### config.mk
export PLATFORM = sky130hd
export DESIGN_NAME = sd_spi_init_sequencer_top_flat
export DESIGN_NICKNAME = d
export VERILOG_FILES = /design/src/rtl/sdi_pkg.sv /design/src/rtl/sdi_in_if.sv /design/src/rtl/sdi_out_if.sv /design/src/rtl/sdi_csd_decode.sv /design/src/rtl/sd_spi_init_sequencer_top.sv /design/src/flat_wrapper.sv
export SDC_FILE = /design/constraint.sdc
export NUM_CORES = 1
export LEC_CHECK = 0
export ABC_AREA = 0
export BUFFER_PORTS_ARGS = -buffer_cell sky130_fd_sc_hd__buf_2
export CAP_MARGIN = 15
export CORE_MARGIN = 1
export CORE_UTILIZATION = 35
export CTS_BUF_LIST = sky130_fd_sc_hd__clkbuf_4
export DETAILED_ROUTE_END_ITERATION = 10
export GPL_ROUTABILITY_DRIVEN = 0
export PLACE_DENSITY = 0.51
export SLEW_MARGIN = 20
export SYNTH_ARGS = -nofsm -noshare
export SYNTH_HDL_FRONTEND = slang
export SYNTH_SLANG_ARGS = --single-unit
### constraint.sdc
create_clock -name clk -period 7.5 [get_ports clk]
set_input_delay 1.5 -clock clk [delete_from_list [all_inputs] [get_ports clk]]
set_output_delay 1.5 -clock clk [all_outputs]
set_load 0.1 [all_outputs]
### src/rtl/sdi_pkg.sv
// Shared types and constants for the SD-card SPI start-up sequencer.
// No dependencies.
package sdi_pkg;

	typedef enum logic [4:0] {
		PH_IDLE, PH_DUMMY, PH_SEL0, PH_READY0, PH_DESEL, PH_SEL, PH_READY, PH_SEND,
		PH_POLL, PH_R7, PH_OCR, PH_TOKEN, PH_CSD, PH_DONE
	} phase_t;

	typedef enum logic [2:0] {
		CMD_GO_IDLE, CMD_IF_COND, CMD_APP, CMD_OP_COND, CMD_READ_OCR, CMD_BLOCKLEN,
		CMD_SEND_CSD
	} cmd_t;

	typedef enum logic [2:0] {
		OUT_BUSY, OUT_OK, OUT_TIMEOUT, OUT_IF_ERR, OUT_BAD_CARD
	} outcome_t;

	localparam logic [1:0] KIND_START = 2'd0;
	localparam logic [1:0] KIND_BYTE  = 2'd1;

	localparam logic [1:0] REG_READY_TIMEOUT  = 2'd0;
	localparam logic [1:0] REG_OPCOND_TIMEOUT = 2'd1;
	localparam logic [1:0] REG_FILLER_CRC     = 2'd2;

	localparam logic [7:0] BYTE_IDLE    = 8'hFF;
	localparam logic [7:0] BYTE_TOKEN   = 8'hFE;
	localparam logic [7:0] CMD_START    = 8'h40;
	localparam logic [7:0] CHECK_PAT    = 8'hAA;
	localparam logic [7:0] CRC_CMD0     = 8'h95;
	localparam logic [7:0] CRC_CMD8     = 8'h87;
	localparam logic [7:0] R1_IDLE      = 8'h01;
	localparam logic [7:0] VHS_27_36    = 8'h01;
	localparam logic [7:0] BLEN_512_HI  = 8'h02;
	localparam logic [7:0] HCS_BIT      = 8'h40;

	function automatic logic [7:0] cmd_code(input cmd_t c);
		logic [7:0] r;
		begin
			unique case (c)
				CMD_GO_IDLE:  r = 8'd0;
				CMD_IF_COND:  r = 8'd8;
				CMD_APP:      r = 8'd55;
				CMD_OP_COND:  r = 8'd41;
				CMD_READ_OCR: r = 8'd58;
				CMD_BLOCKLEN: r = 8'd16;
				CMD_SEND_CSD: r = 8'd9;
				default:      r = 8'd0;
			endcase
			return r;
		end
	endfunction

endpackage

### src/rtl/sdi_in_if.sv
// Input channel: event kind and received byte.
// No dependencies.
interface sdi_in_if;
	logic       valid;
	logic       ready;
	logic [1:0] kind;
	logic [7:0] rx_byte;

	modport source(output valid, kind, rx_byte, input ready);
	modport sink(input valid, kind, rx_byte, output ready);
endinterface

### src/rtl/sdi_out_if.sv
// Result channel: next SPI byte request, chip select and status.
// No dependencies.
interface sdi_out_if;
	logic        valid;
	logic        ready;
	logic        tx_valid;
	logic [7:0]  tx_byte;
	logic        card_selected;
	logic        finished;
	logic [2:0]  outcome;
	logic        version_two;
	logic        high_capacity;
	logic [31:0] capacity_blocks;
	logic        fast_clock;

	modport source(output valid, tx_valid, tx_byte, card_selected, finished, outcome,
		version_two, high_capacity, capacity_blocks, fast_clock, input ready);
	modport sink(input valid, tx_valid, tx_byte, card_selected, finished, outcome,
		version_two, high_capacity, capacity_blocks, fast_clock, output ready);
endinterface

### src/rtl/sdi_csd_decode.sv
// CSD capacity decode (v1 and v2 layouts) into 512-byte blocks, saturating.
// Combinational; no dependencies.
module sdi_csd_decode (
	input  logic [5:0][7:0] csd_bytes,   // CSD bytes 5..10, index 0 = byte 5
	input  logic            high_cap,
	output logic [31:0]     blocks
);
	logic [21:0] hc_size;
	logic [22:0] hc_sum;
	logic [11:0] sc_size;
	logic [12:0] sc_sum;
	logic [2:0]  sc_mult;
	logic [3:0]  sc_bl;
	logic [4:0]  sc_shift;
	logic [36:0] sc_wide;

	always_comb begin
		hc_size  = {csd_bytes[2][5:0], csd_bytes[3], csd_bytes[4]};
		hc_sum   = {1'b0, hc_size} + 23'd1;
		sc_size  = {csd_bytes[1][1:0], csd_bytes[2], csd_bytes[3][7:6]};
		sc_sum   = {1'b0, sc_size} + 13'd1;
		sc_mult  = {csd_bytes[4][1:0], csd_bytes[5][7]};
		sc_bl    = csd_bytes[0][3:0];
		sc_shift = {2'b00, sc_mult} + {1'b0, sc_bl} + 5'd2;
		sc_wide  = {24'd0, sc_sum} << sc_shift;
		if (high_cap) begin
			blocks = hc_sum[22] ? 32'hFFFF_FFFF : {hc_sum[21:0], 10'd0};
		end else begin
			blocks = {4'd0, sc_wide[36:9]};
		end
	end
endmodule

### src/rtl/sd_spi_init_sequencer_top.sv
// SD-card SPI-mode start-up sequencer, top level.
// Depends on sdi_pkg, sdi_in_if, sdi_out_if, sdi_csd_decode.
//
//  channel | dir | contents
//  in_ch   | in  | kind (start / byte exchanged / tick), rx_byte
//  out_ch  | out | tx request and byte, chip select, status, card info
//  cfg     | in  | cfg_we, cfg_index, cfg_wdata (write only)
//
// One transaction per cycle unless stalled; the result is registered on accept.
// The state update and result are formed in one pass from the state registers.
// A new transaction is taken while the output register is empty or being drained.
// arst_n clears control state and loads register defaults.
module sd_spi_init_sequencer_top import sdi_pkg::*; #(
	parameter int DUMMY_BYTES   = 10,
	parameter int R1_POLL_TRIES = 8
) (
	input  logic        clk,
	input  logic        arst_n,
	input  logic        cfg_we,
	input  logic [1:0]  cfg_index,
	input  logic [15:0] cfg_wdata,
	sdi_in_if.sink      in_ch,
	sdi_out_if.source   out_ch
);
	localparam int BCW = ($clog2(DUMMY_BYTES + 1) > 5) ? $clog2(DUMMY_BYTES + 1) : 5;
	localparam int PTW = $clog2(R1_POLL_TRIES + 1);

	logic [15:0] ready_to_q, opcond_to_q;
	logic [7:0]  filler_crc_q;

	phase_t      phase_q, n_phase;
	cmd_t        cmd_q, n_cmd;
	outcome_t    result_q, n_result;
	logic [BCW-1:0] bc_q, n_bc, bc_inc;
	logic [15:0] wait_q, n_wait, loop_q, n_loop;
	logic [PTW-1:0] poll_q, n_poll, poll_inc;
	logic        v2_q, n_v2, hc_q, n_hc;
	logic [31:0] blocks_q, n_blocks, csd_blocks;
	logic [7:0]  reply_q [16];
	logic [5:0][7:0] csd_bytes;

	logic        accept, busy, req, r1_go, rw_en, sel;
	logic [7:0]  r1_val, tx, frame;

	assign accept       = in_ch.valid && in_ch.ready;
	assign in_ch.ready  = !out_ch.valid || out_ch.ready;
	assign busy         = (phase_q != PH_IDLE) && (phase_q != PH_DONE);
	assign bc_inc       = bc_q + 1'b1;
	assign poll_inc     = poll_q + 1'b1;

	always_comb begin
		for (int i = 0; i < 6; i++) csd_bytes[i] = reply_q[i + 5];
	end

	sdi_csd_decode u_csd (
		.csd_bytes (csd_bytes),
		.high_cap  (hc_q),
		.blocks    (csd_blocks)
	);

	always_comb begin
		n_phase = phase_q; n_cmd = cmd_q; n_result = result_q; n_bc = bc_q;
		n_wait = wait_q; n_loop = loop_q; n_poll = poll_q; n_v2 = v2_q; n_hc = hc_q;
		n_blocks = blocks_q;
		req = 1'b0; r1_go = 1'b0; r1_val = BYTE_IDLE; rw_en = 1'b0;
		if (accept) begin
			if (in_ch.kind == KIND_START) begin
				n_phase = PH_DUMMY; n_cmd = CMD_GO_IDLE; n_result = OUT_BUSY; n_bc = '0;
				n_wait = '0; n_loop = '0; n_poll = '0; n_v2 = 1'b0; n_hc = 1'b0;
				n_blocks = '0; req = 1'b1;
			end else if (in_ch.kind == KIND_BYTE) begin
				if (busy) begin
					unique case (phase_q)
						PH_DUMMY: begin
							n_bc = bc_inc;
							if (bc_inc >= BCW'(DUMMY_BYTES)) begin
								n_phase = PH_SEL0; n_bc = '0;
							end
						end
						PH_SEL0: begin
							n_wait = '0; n_phase = PH_READY0;
						end
						PH_READY0: begin
							if (in_ch.rx_byte == BYTE_IDLE) begin
								n_cmd = CMD_GO_IDLE; n_phase = PH_DESEL;
							end else if (wait_q >= ready_to_q) begin
								n_result = OUT_IF_ERR; n_phase = PH_DONE;
							end
						end
						PH_DESEL: n_phase = PH_SEL;
						PH_SEL: begin
							n_wait = '0; n_phase = PH_READY;
						end
						PH_READY: begin
							if (in_ch.rx_byte == BYTE_IDLE) begin
								n_phase = PH_SEND; n_bc = '0;
							end else if (wait_q >= ready_to_q) begin
								r1_go = 1'b1;
							end
						end
						PH_SEND: begin
							n_bc = bc_inc;
							if (bc_inc >= BCW'(6)) begin
								n_phase = PH_POLL; n_poll = '0;
							end
						end
						PH_POLL: begin
							n_poll = poll_inc;
							if (!in_ch.rx_byte[7] || poll_inc >= PTW'(R1_POLL_TRIES)) begin
								r1_go = 1'b1; r1_val = in_ch.rx_byte;
							end
						end
						PH_R7: begin
							rw_en = 1'b1; n_bc = bc_inc;
							if (bc_inc >= BCW'(4)) begin
								if (reply_q[2] == VHS_27_36 && in_ch.rx_byte == CHECK_PAT) begin
									n_v2 = 1'b1; n_loop = '0; n_cmd = CMD_APP; n_phase = PH_DESEL;
								end else begin
									n_result = OUT_BAD_CARD; n_phase = PH_DONE;
								end
							end
						end
						PH_OCR: begin
							rw_en = 1'b1; n_bc = bc_inc;
							if (bc_inc >= BCW'(4)) begin
								n_hc = reply_q[0][6];
								n_cmd = reply_q[0][6] ? CMD_SEND_CSD : CMD_BLOCKLEN;
								n_phase = PH_DESEL;
							end
						end
						PH_TOKEN: begin
							if (in_ch.rx_byte == BYTE_TOKEN) begin
								n_phase = PH_CSD; n_bc = '0;
							end else if (in_ch.rx_byte != BYTE_IDLE || wait_q >= ready_to_q) begin
								n_result = OUT_OK; n_phase = PH_DONE;
							end
						end
						PH_CSD: begin
							rw_en = (bc_q < BCW'(16)); n_bc = bc_inc;
							if (bc_inc >= BCW'(18)) begin
								n_blocks = csd_blocks; n_result = OUT_OK; n_phase = PH_DONE;
							end
						end
						default: ;
					endcase
					if (r1_go) begin
						unique case (cmd_q)
							CMD_GO_IDLE: begin
								if (r1_val == R1_IDLE) begin
									n_cmd = CMD_IF_COND; n_phase = PH_DESEL;
								end else begin
									n_result = (r1_val == BYTE_IDLE) ? OUT_TIMEOUT : OUT_IF_ERR;
									n_phase = PH_DONE;
								end
							end
							CMD_IF_COND: begin
								if (r1_val == R1_IDLE) begin
									n_phase = PH_R7; n_bc = '0;
								end else begin
									n_loop = '0; n_cmd = CMD_APP; n_phase = PH_DESEL;
								end
							end
							CMD_APP: begin
								n_cmd = CMD_OP_COND; n_phase = PH_DESEL;
							end
							CMD_OP_COND: begin
								if (r1_val == 8'd0) begin
									n_cmd = v2_q ? CMD_READ_OCR : CMD_BLOCKLEN; n_phase = PH_DESEL;
								end else if (loop_q >= opcond_to_q) begin
									n_result = OUT_TIMEOUT; n_phase = PH_DONE;
								end else begin
									n_cmd = CMD_APP; n_phase = PH_DESEL;
								end
							end
							CMD_READ_OCR: begin
								if (r1_val == 8'd0) begin
									n_phase = PH_OCR; n_bc = '0;
								end else begin
									n_cmd = CMD_BLOCKLEN; n_phase = PH_DESEL;
								end
							end
							CMD_BLOCKLEN: begin
								if (r1_val != 8'd0) begin
									n_result = OUT_IF_ERR; n_phase = PH_DONE;
								end else begin
									n_cmd = CMD_SEND_CSD; n_phase = PH_DESEL;
								end
							end
							default: begin
								if (r1_val == 8'd0) begin
									n_phase = PH_TOKEN; n_wait = '0;
								end else begin
									n_result = OUT_OK; n_phase = PH_DONE;
								end
							end
						endcase
					end
					req = (n_phase != PH_DONE);
				end
			end else if (busy) begin
				if (wait_q != 16'hFFFF) n_wait = wait_q + 16'd1;
				if (loop_q != 16'hFFFF) n_loop = loop_q + 16'd1;
			end
		end
	end

	always_comb begin
		frame = 8'd0;
		if (n_bc == BCW'(0)) begin
			frame = CMD_START | cmd_code(n_cmd);
		end else if (n_bc == BCW'(5)) begin
			frame = (n_cmd == CMD_GO_IDLE) ? CRC_CMD0 :
				(n_cmd == CMD_IF_COND) ? CRC_CMD8 : filler_crc_q;
		end else if (n_cmd == CMD_IF_COND && n_bc == BCW'(3)) begin
			frame = VHS_27_36;
		end else if (n_cmd == CMD_IF_COND && n_bc == BCW'(4)) begin
			frame = CHECK_PAT;
		end else if (n_cmd == CMD_BLOCKLEN && n_bc == BCW'(3)) begin
			frame = BLEN_512_HI;
		end else if (n_cmd == CMD_OP_COND && n_bc == BCW'(1)) begin
			frame = n_v2 ? HCS_BIT : 8'd0;
		end
		tx  = req ? ((n_phase == PH_SEND) ? frame : BYTE_IDLE) : 8'd0;
		sel = !(n_phase == PH_IDLE || n_phase == PH_DONE || n_phase == PH_DUMMY ||
			n_phase == PH_DESEL);
	end

	always_ff @(posedge clk or negedge arst_n) begin
		if (!arst_n) begin
			ready_to_q   <= 16'd500;
			opcond_to_q  <= 16'd1000;
			filler_crc_q <= 8'd1;
		end else if (cfg_we) begin
			case (cfg_index)
				REG_READY_TIMEOUT:  ready_to_q   <= cfg_wdata;
				REG_OPCOND_TIMEOUT: opcond_to_q  <= cfg_wdata;
				REG_FILLER_CRC:     filler_crc_q <= cfg_wdata[7:0];
				default: ;
			endcase
		end
	end

	always_ff @(posedge clk or negedge arst_n) begin
		if (!arst_n) begin
			phase_q <= PH_IDLE; cmd_q <= CMD_GO_IDLE; result_q <= OUT_BUSY;
			bc_q <= '0; wait_q <= '0; loop_q <= '0; poll_q <= '0;
			v2_q <= 1'b0; hc_q <= 1'b0; blocks_q <= '0;
		end else begin
			phase_q <= n_phase; cmd_q <= n_cmd; result_q <= n_result;
			bc_q <= n_bc; wait_q <= n_wait; loop_q <= n_loop; poll_q <= n_poll;
			v2_q <= n_v2; hc_q <= n_hc; blocks_q <= n_blocks;
		end
	end

	always_ff @(posedge clk) begin
		if (rw_en) reply_q[bc_q[3:0]] <= in_ch.rx_byte;
	end

	// result register
	always_ff @(posedge clk or negedge arst_n) begin
		if (!arst_n) begin
			out_ch.valid <= 1'b0;
		end else if (accept) begin
			out_ch.valid <= 1'b1;
		end else if (out_ch.ready) begin
			out_ch.valid <= 1'b0;
		end
	end

	always_ff @(posedge clk) begin
		if (accept) begin
			out_ch.tx_valid        <= req;
			out_ch.tx_byte         <= tx;
			out_ch.card_selected   <= sel;
			out_ch.finished        <= (n_phase == PH_DONE);
			out_ch.outcome         <= n_result;
			out_ch.version_two     <= n_v2;
			out_ch.high_capacity   <= n_hc;
			out_ch.capacity_blocks <= n_blocks;
			out_ch.fast_clock      <= (n_phase == PH_DONE) && (n_result == OUT_OK);
		end
	end
endmodule

### src/flat_wrapper.sv
// flat-port wrapper written by rule: the top's interface ports become plain ports
module sd_spi_init_sequencer_top_flat import sdi_pkg::*;
#(
	parameter int DUMMY_BYTES   = 10,
	parameter int R1_POLL_TRIES = 8
)
  (clk, arst_n, cfg_we, cfg_index, cfg_wdata, in_ch_valid, in_ch_kind, in_ch_rx_byte, in_ch_ready, out_ch_valid, out_ch_tx_valid, out_ch_tx_byte, out_ch_card_selected, out_ch_finished, out_ch_outcome, out_ch_version_two, out_ch_high_capacity, out_ch_capacity_blocks, out_ch_fast_clock, out_ch_ready);
  sdi_in_if in_ch_i ();
  sdi_out_if out_ch_i ();
  input  logic clk;
  input  logic arst_n;
  input  logic cfg_we;
  input  logic [1:0] cfg_index;
  input  logic [15:0] cfg_wdata;
  input wire logic [$bits(in_ch_i.valid)-1:0] in_ch_valid;
  input wire logic [$bits(in_ch_i.kind)-1:0] in_ch_kind;
  input wire logic [$bits(in_ch_i.rx_byte)-1:0] in_ch_rx_byte;
  output wire logic [$bits(in_ch_i.ready)-1:0] in_ch_ready;
  output wire logic [$bits(out_ch_i.valid)-1:0] out_ch_valid;
  output wire logic [$bits(out_ch_i.tx_valid)-1:0] out_ch_tx_valid;
  output wire logic [$bits(out_ch_i.tx_byte)-1:0] out_ch_tx_byte;
  output wire logic [$bits(out_ch_i.card_selected)-1:0] out_ch_card_selected;
  output wire logic [$bits(out_ch_i.finished)-1:0] out_ch_finished;
  output wire logic [$bits(out_ch_i.outcome)-1:0] out_ch_outcome;
  output wire logic [$bits(out_ch_i.version_two)-1:0] out_ch_version_two;
  output wire logic [$bits(out_ch_i.high_capacity)-1:0] out_ch_high_capacity;
  output wire logic [$bits(out_ch_i.capacity_blocks)-1:0] out_ch_capacity_blocks;
  output wire logic [$bits(out_ch_i.fast_clock)-1:0] out_ch_fast_clock;
  input wire logic [$bits(out_ch_i.ready)-1:0] out_ch_ready;
  assign in_ch_i.valid = in_ch_valid;
  assign in_ch_i.kind = in_ch_kind;
  assign in_ch_i.rx_byte = in_ch_rx_byte;
  assign in_ch_ready = in_ch_i.ready;
  assign out_ch_valid = out_ch_i.valid;
  assign out_ch_tx_valid = out_ch_i.tx_valid;
  assign out_ch_tx_byte = out_ch_i.tx_byte;
  assign out_ch_card_selected = out_ch_i.card_selected;
  assign out_ch_finished = out_ch_i.finished;
  assign out_ch_outcome = out_ch_i.outcome;
  assign out_ch_version_two = out_ch_i.version_two;
  assign out_ch_high_capacity = out_ch_i.high_capacity;
  assign out_ch_capacity_blocks = out_ch_i.capacity_blocks;
  assign out_ch_fast_clock = out_ch_i.fast_clock;
  assign out_ch_i.ready = out_ch_ready;
  sd_spi_init_sequencer_top #(.DUMMY_BYTES(DUMMY_BYTES), .R1_POLL_TRIES(R1_POLL_TRIES)) u_core (.clk(clk), .arst_n(arst_n), .cfg_we(cfg_we), .cfg_index(cfg_index), .cfg_wdata(cfg_wdata), .in_ch(in_ch_i), .out_ch(out_ch_i));
endmodule
# ---- After elaboration in Yosys (flattened, before gate mapping)
# Memories as Yosys holds them, arrays and structs flattened.
# Index checks and enable logic that the tools add are counted.
dict set report totals {
  reg_bits 176
  ramBits 128
  in_bits 33
  out_inout_bits 51
  wordCells 295
  mem_count 1
}
dict set report op_classes {
  add_sub_neg 8
  order_cmp 8
  eq_ne 47
  shift 1
  n_mux 164
  reduce_logical 43
}
# name depth word_bits read_ports rd_clocked_by_memory_dff wr line_no
set memory_table {}
lappend memory_table {u_core.reply_q 16 8 8 0 1 sd_spi_init_sequencer_top.sv:39} ;# logic [7:0] reply_q [16];
# cell count
set ops {}
lappend ops {{$mux 16} 20}
lappend ops {{$mux 32} 8}
lappend ops {{$mux 5} 30}
lappend ops {{$mux 8} 15}
lappend ops {{$mux 3} 33}
lappend ops {{$pmux 5 s11} 1}
lappend ops {{$eq 5x3->1 const B} 8}
lappend ops {{$mux 4} 10}
lappend ops {{$shl 13x5->37} 1}
lappend ops {{$pmux 6 s6} 1}
lappend ops {{$mux 1} 34}
lappend ops {{$add 16x1->16 const B} 2}
lappend ops {{$eq 8x8->1 const B} 4}
lappend ops {{$ge 16x16->1} 2}
lappend ops {{$ne 16x16->1 const B} 2}
lappend ops {{$eq 5x4->1 const B} 6}
lappend ops {{$pmux 5 s6} 1}
lappend ops {{$pmux 3 s4} 2}
lappend ops {{$add 22x1->23 const B} 1}
lappend ops {{$pmux 5 s4} 1}
lappend ops {{$pmux 3 s6} 1}
lappend ops {{$eq 8x1->1 const B} 2}
lappend ops {{$eq 3x3->1 const B} 5}
lappend ops {{$eq 5x1->1 const B} 3}
lappend ops {{42 further kinds} 78}

# ---- Depth between registers and ports, before layout
dict set report logic_depth {
  depth_word 26
  depth_mapped 15
  mapped_depth_nobuf 13
}

# ---- By module
# A second synthesis with hierarchy kept.
dict set report hier_totals {
  cells_unflattened 1445
  area_unflattened_um2 14113.5
}
# module instances cells_per_inst area_each_um2 seq_area_each_um2
set modules_own_cells {}
lappend modules_own_cells {sd_spi_init_sequencer_top 1 1042 11587.4 6377.4}
lappend modules_own_cells {sdi_csd_decode 1 403 2526.2 0.0}

# ---- Worst setup path before layout
# No wires, ideal clock.
dict set report synth_timing {
  path_kind {input port to flip-flop}
  startpoint {input port out_ch_ready}
  endpoint {register u_core.out_ch.tx_byte[1] (data pin)}
  setup_time_ns 0.152
  arrival_ns 5.167
  slack_ns 2.181
  path_stages 11
  path_buffers 1
  path_cell_list {nand2b_1 -> nand2_1 -> inv_1 -> nand2_2 -> buf_4 -> o31ai_1 -> a31oi_4 -> o21a_1 -> nor4_1 -> o21bai_1 -> a31oi_1}
}
dict set report synth_between {
  elab_chain_len 12
  elab_cells_between_ends 33
  classes_between {eq/ne (11); mux (14); reduce/logical (8)}
}
# element line_no
set synth_lines {}
lappend synth_lines {{from (decl)} flat_wrapper.sv:29} ;# input wire logic [$bits(out_ch_i.ready)-1:0] out_ch_ready;
lappend synth_lines {{$logic_or 1x1->1 (*)} sd_spi_init_sequencer_top.sv:46} ;# assign in_ch.ready = !out_ch.valid || out_ch.ready;
lappend synth_lines {{$logic_and 1x1->1 (*)} sd_spi_init_sequencer_top.sv:45} ;# assign accept = in_ch.valid && in_ch.ready;
lappend synth_lines {{via u_core.accept} sd_spi_init_sequencer_top.sv:42} ;# logic accept, busy, req, r1_go, rw_en, sel;
lappend synth_lines {{$mux 5 or $mux 3 (tied branches)} sd_spi_init_sequencer_top.sv:66} ;# if (accept) begin
lappend synth_lines {{$eq 5x1->1 or $eq 3x2->1 (tied branches)} {sd_spi_init_sequencer_top.sv:220, sdi_pkg.sv:40}}
lappend synth_lines {{$logic_and 1x1->1} sd_spi_init_sequencer_top.sv:220} ;# end else if (n_cmd == CMD_OP_COND && n_bc == BCW'(1)) begin
lappend synth_lines {{$mux 8} sd_spi_init_sequencer_top.sv:220}
lappend synth_lines {{$mux 8} sd_spi_init_sequencer_top.sv:218} ;# end else if (n_cmd == CMD_BLOCKLEN && n_bc == BCW'(3)) begin
lappend synth_lines {{$mux 8} sd_spi_init_sequencer_top.sv:216} ;# end else if (n_cmd == CMD_IF_COND && n_bc == BCW'(4)) begin
lappend synth_lines {{$mux 8} sd_spi_init_sequencer_top.sv:214} ;# end else if (n_cmd == CMD_IF_COND && n_bc == BCW'(3)) begin
lappend synth_lines {{$mux 8} sd_spi_init_sequencer_top.sv:211} ;# end else if (n_bc == BCW'(5)) begin
lappend synth_lines {{$mux 8} sd_spi_init_sequencer_top.sv:209} ;# if (n_bc == BCW'(0)) begin
lappend synth_lines {{$mux 8} sd_spi_init_sequencer_top.sv:223} ;# tx = req ? ((n_phase == PH_SEND) ? frame : BYTE_IDLE) : 8'd0;
lappend synth_lines {{to (signal assigned)} sd_spi_init_sequencer_top.sv:273} ;# out_ch.tx_byte <= tx;
lappend synth_lines {{to (decl)} sdi_out_if.sv:16} ;# modport source(output valid, tx_valid, tx_byte, card_selected, finished, outcome,
# The timed path passes the listed nets; every way through them passes the cells marked *.
# A chain may end at the register's enable or synchronous reset.

# ---- Worst setup path after layout
dict set report layout_timing {
  startpoint {input port out_ch_ready}
  endpoint {register u_core.out_ch.tx_byte[6] (data pin)}
}
dict set report layout_between {
  elab_chain_len 12
  elab_cells_between_ends 31
  classes_between {eq/ne (8); mux (15); reduce/logical (8)}
}
# element line_no
set layout_lines {}
lappend layout_lines {{$logic_or 1x1->1 (*)} sd_spi_init_sequencer_top.sv:46}
lappend layout_lines {{$logic_and 1x1->1 (*)} sd_spi_init_sequencer_top.sv:45}
lappend layout_lines {{via u_core.accept} sd_spi_init_sequencer_top.sv:42}
lappend layout_lines {{$mux 5 or $mux 3 (tied branches)} sd_spi_init_sequencer_top.sv:66}
lappend layout_lines {{$eq 5x1->1 or $eq 3x2->1 (tied branches)} sd_spi_init_sequencer_top.sv:220}
lappend layout_lines {{$logic_and 1x1->1} sd_spi_init_sequencer_top.sv:220}
lappend layout_lines {{$mux 8} sd_spi_init_sequencer_top.sv:220}
lappend layout_lines {{$mux 8} sd_spi_init_sequencer_top.sv:218}
lappend layout_lines {{$mux 8} sd_spi_init_sequencer_top.sv:216}
lappend layout_lines {{$mux 8} sd_spi_init_sequencer_top.sv:214}
lappend layout_lines {{$mux 8} sd_spi_init_sequencer_top.sv:211}
lappend layout_lines {{$mux 8} sd_spi_init_sequencer_top.sv:209}
lappend layout_lines {{$mux 8} sd_spi_init_sequencer_top.sv:223}
# Marks and branches as above.

==> impl_metrics.py <==
metrics = {
    "worst_setup_path": {
        "reg2reg_depth": 12,
        "cp_top_family": "simple AND/OR/NAND/NOR gates",
        "regToRegSetupSlack_ns": 3.45,
        "path_cells": "buf_2 > nand2b_1 > nand2_1 > inv_2 > buf_4 > nand2_2 > or3_1 > a31oi_1 > a311o_1 > nand4_1 > a211o_1 > a21oi_1",
        "cp.arrival_ns": 4.69,
        "path_buf_inv": 3,
        "cpPeakStageDelay_ns": 0.56,
        "path_max_fanout": 46,
        "crit_required_ns": 8.09,
        "r2r-start": "u_core.ready_to_q[8]",
        "critical_path_class": "in -> reg",
        "end_kind": "flop",
        "r2r-end": "u_core.out_ch.tx_byte[3]",
        "cp_slowest_cell": "buf_4",
        "setup.worst_path.start_class": "input port",
    },
    "final_layout": {
        "fin_cells": 1909,
        "syn_to_final_growth_pct": 12.0,
        "layout_commonest_cell": "nand2_1",
        "final_util_pct": 39.8,
        "layout-drive-gt1-share_pct": 20.4,
        "final_cell_mix": "nand2_1 (144), dfrtp_1 (114), o21ai_0 (101), clkbuf_4 (89), edfxtp_1 (89)",
        "nNetsFinal": 1473,
        "fill_cells": 3684,
        "postLayoutCellArea_mm2": 0.0146,
    },
    "worst_hold_path": {
        "hold_class": "reg -> reg",
        "hold_path_end": "u_core.blocks_q[31]",
        "hold_start": "u_core.blocks_q[31]",
        "hold_path_depth": 1,
    },
    "grt": {
        "grt_pass1_vias": 10500,
        "grt_max_degree": 66,
        "antenna_found_initial": 1,
        "grt_use_total_pct": 20.1,
        "gr-total-overflow": 0,
        "grt_pass1_wl_um": 59300,
    },
    "pwr": {
        "vdd_drop_max_mv": 0.0930,
        "p_per_area_mw_per_mm2": 255,
        "leakage_nw": 6.04,
    },
    "floorplanning": {
        "start_util_pct": 35.6,
        "placementRows": 70,
        "die_x_um": 195,
        "core_mm2": 0.0366,
        "die_area_mm2": 0.0380,
        "io_pins": 84,
        "die_h_um": 195,
    },
    "synth": {
        "ys_ff_latch": 216,
        "synth_enable_flop_cells": 89,
        "syn_nets": 1385,
        "synth-async-reset-ratio_pct": 58.8,
        "netlist_area_mm2": 0.0130,
        "ys_warn_count": 0,
        "yosysSeqAreaShare_pct": 45.1,
        "ys.flop_type": "dfrtp_1",
        "avgSynthCellArea_um2": 10.0,
        "syn_inst": 1302,
        "synth.distinct_cells": 112,
    },
    "sta": {
        "finalSetupViolations": 0,
        "final.setup.tns_ns": 0,
        "finalHoldViolCount": 0,
        "fin_crit_sh_pct": 54.7,
        "maxSlewViolCount": 0,
        "rsz0062_at_grt": "no",
        "worst_slew_pin_slew_ns": 1.13,
        "setup_slack_ns": 3.40,
        "skew_ns": 0.0472,
        "fin_crit_ns": 4.10,
        "fmax_ghz": 0.244,
        "relSlewSlack_pct": 24.4,
    },
    "job": {
        "maxCapViolCount": 0,
    },
    "placement": {
        "dpl-instance-area_mm2": 0.0138,
        "dp_hpwl_um": 27400,
        "io_buffers": 83,
        "dp.cells": 1799,
        "dpl_worst_slack_ns": 2.65,
    },
    "clock_network": {
        "cts_resized": 0,
        "cts_setup_buffers": 0,
        "cts_tree": "yes",
        "clock_latency_ns": 0.76,
        "ctsHoldBuffers": 0,
        "clock_sinks": 216,
        "path_clk_slew_ns": 0.06,
        "cts_root_buf": "clkbuf_4",
        "cts_htree_levels": 2,
        "cts_made_buffers": 57,
        "cts_buffer_depth": 3,
    },
    "outcome": {
        "status": "completed",
    },
    "detailed_routing": {
        "drt_iter0_markers": 753,
        "wl_per_cell_um": 19.6,
        "vias": 10400,
        "ant_nets": 0,
        "avgViaCountPerCell": 5.45,
        "first_pass_iters": 5,
        "drt-total-wl_um": 37500,
        "drc": 0,
    },
}
[how the worst max path moves through the flow]
stage / from / to / slack [ns] / depth (start not counted)
2_1_floorplan: out_ch_ready / u_core.out_ch.tx_byte[1] / 2.18 / 11
3_3_place_gp: out_ch_ready / u_core.out_ch.tx_byte[5] / 2.71 / 12
3_5_place_dp: out_ch_ready / u_core.out_ch.tx_byte[6] / 2.65 / 12
4_1_cts: out_ch_ready / u_core.out_ch.tx_byte[6] / 3.47 / 12
5_1_grt: out_ch_ready / u_core.out_ch.tx_byte[6] / 3.16 / 12
6_report: out_ch_ready / u_core.out_ch.tx_byte[6] / 3.40 / 12
[synthesized netlist by cell type, drive strengths merged (8+ instances only)]
| cell | count | share of area, % |
|---|---|---|
| nand3 | 43 | 1.8 |
| nor2 | 85 | 2.5 |
| dfrtp | 114 | 22 |
| xor2 | 20 | 1.3 |
| a21oi | 68 | 2.7 |
| a211oi | 18 | 1.2 |
| edfxtp | 89 | 21 |
| ha | 49 | 4.7 |
| a22oi | 9 | 0.56 |
| buf | 21 | 1.2 |
| o21ai | 111 | 4.3 |
| dfstp | 13 | 2.6 |
| nand2 | 148 | 4.3 |
| nor3b | 9 | 0.73 |
| nor2b | 11 | 0.53 |
| mux2 | 29 | 2.5 |
| and2 | 15 | 0.73 |
| clkbuf | 41 | 1.2 |
| nand2b | 11 | 0.53 |
| or3 | 10 | 0.48 |
| o31ai | 10 | 0.68 |
| xnor2 | 18 | 1.2 |
| and3 | 26 | 1.2 |
| nor3 | 26 | 1.2 |
| inv | 67 | 2.0 |
| mux2i | 35 | 2.7 |
| or2 | 8 | 0.42 |
| o211ai | 9 | 0.52 |
| nand4 | 14 | 0.72 |
| nor4 | 11 | 0.81 |
| a22o | 29 | 2.0 |
| a32o | 11 | 0.85 |
| a21o | 16 | 0.93 |
| a31oi | 14 | 0.90 |
[area by class of cell]
class	count	area (µm²)	area share, %
Sequential cell	216	5870	40.2
Multi-Input combinational cell	956	6610	45.3
Clock inverter	18	100	0.687
Inverter	68	258	1.77
Tap cell	468	586	4.02
Antenna cell	3	7.51	0.0515
Clock buffer	89	668	4.58
Timing Repair Buffer	91	482	3.30
[metal layers]
metal / global-route usage (%) / part of all wire (%) / vias up
li1: - / - / 5043
met1: 26.2 / 45 / 4968
met2: 32.2 / 47 / 304
met3: 3.83 / 4.9 / 83
met4: 8.98 / 3.4 / 0
met5: 0 / 0 / -
[cells by family (layout without fill, tap and decap cells)]
group	after synthesis	in the layout	share of synthesized area [%]
other cells	0	3	0
fa+ha+maj	50	50	4.86
simple gates	441	441	17.9
compound gates	360	360	19.5
flops	216	216	45.1
buf+inv	130	266	4.32
mux	67	67	5.72
xor+xnor	38	38	2.56
[flip-flops by register name, indices dropped and copies added, names as in the netlist, 3 cells and up]
register,count
u_core.opcond_to_q,16
u_core.out_ch.capacity_blocks,32
u_core.bc_q,5
u_core.blocks_q,32
u_core.filler_crc_q,8
u_core.result_q,3
u_core.loop_q,16
u_core.out_ch.tx_byte,8
u_core.reply_q,40
u_core.cmd_q,3
u_core.out_ch.outcome,3
u_core.wait_q,16
u_core.poll_q,4
u_core.phase_q,5
u_core.ready_to_q,16
[worst register-to-register path, delay by kind of cell (launching register included)]
| kind | cells | cell delay, ns |
|---|---|---|
| compound gates | 8 | 2.69 |
| fa+ha+maj | 1 | 0.27 |
| buf+inv | 1 | 0.05 |
| flops | 1 | 0.52 |
| simple gates | 2 | 0.26 |
[where the power goes]
| group | total [mW] | internal [mW] | switching [mW] |
|---|---|---|---|
| Combinational | 1.09 | 0.398 | 0.689 |
| Clock | 1.08 | 0.574 | 0.506 |
| Sequential | 1.55 | 1.37 | 0.185 |
| Total | 3.72 | 2.34 | 1.38 |
[per-stage QoR]
step / hold slack [ns] / total power [mW]
floorplan: 0.430 / 2.37
global placement: 0.446 / 2.64
detailed placement: 0.449 / 2.65
CTS: 0.476 / 3.76
global route: 0.488 / 3.95
finish: 0.477 / 3.72
Power figures use the tool's default switching activity.
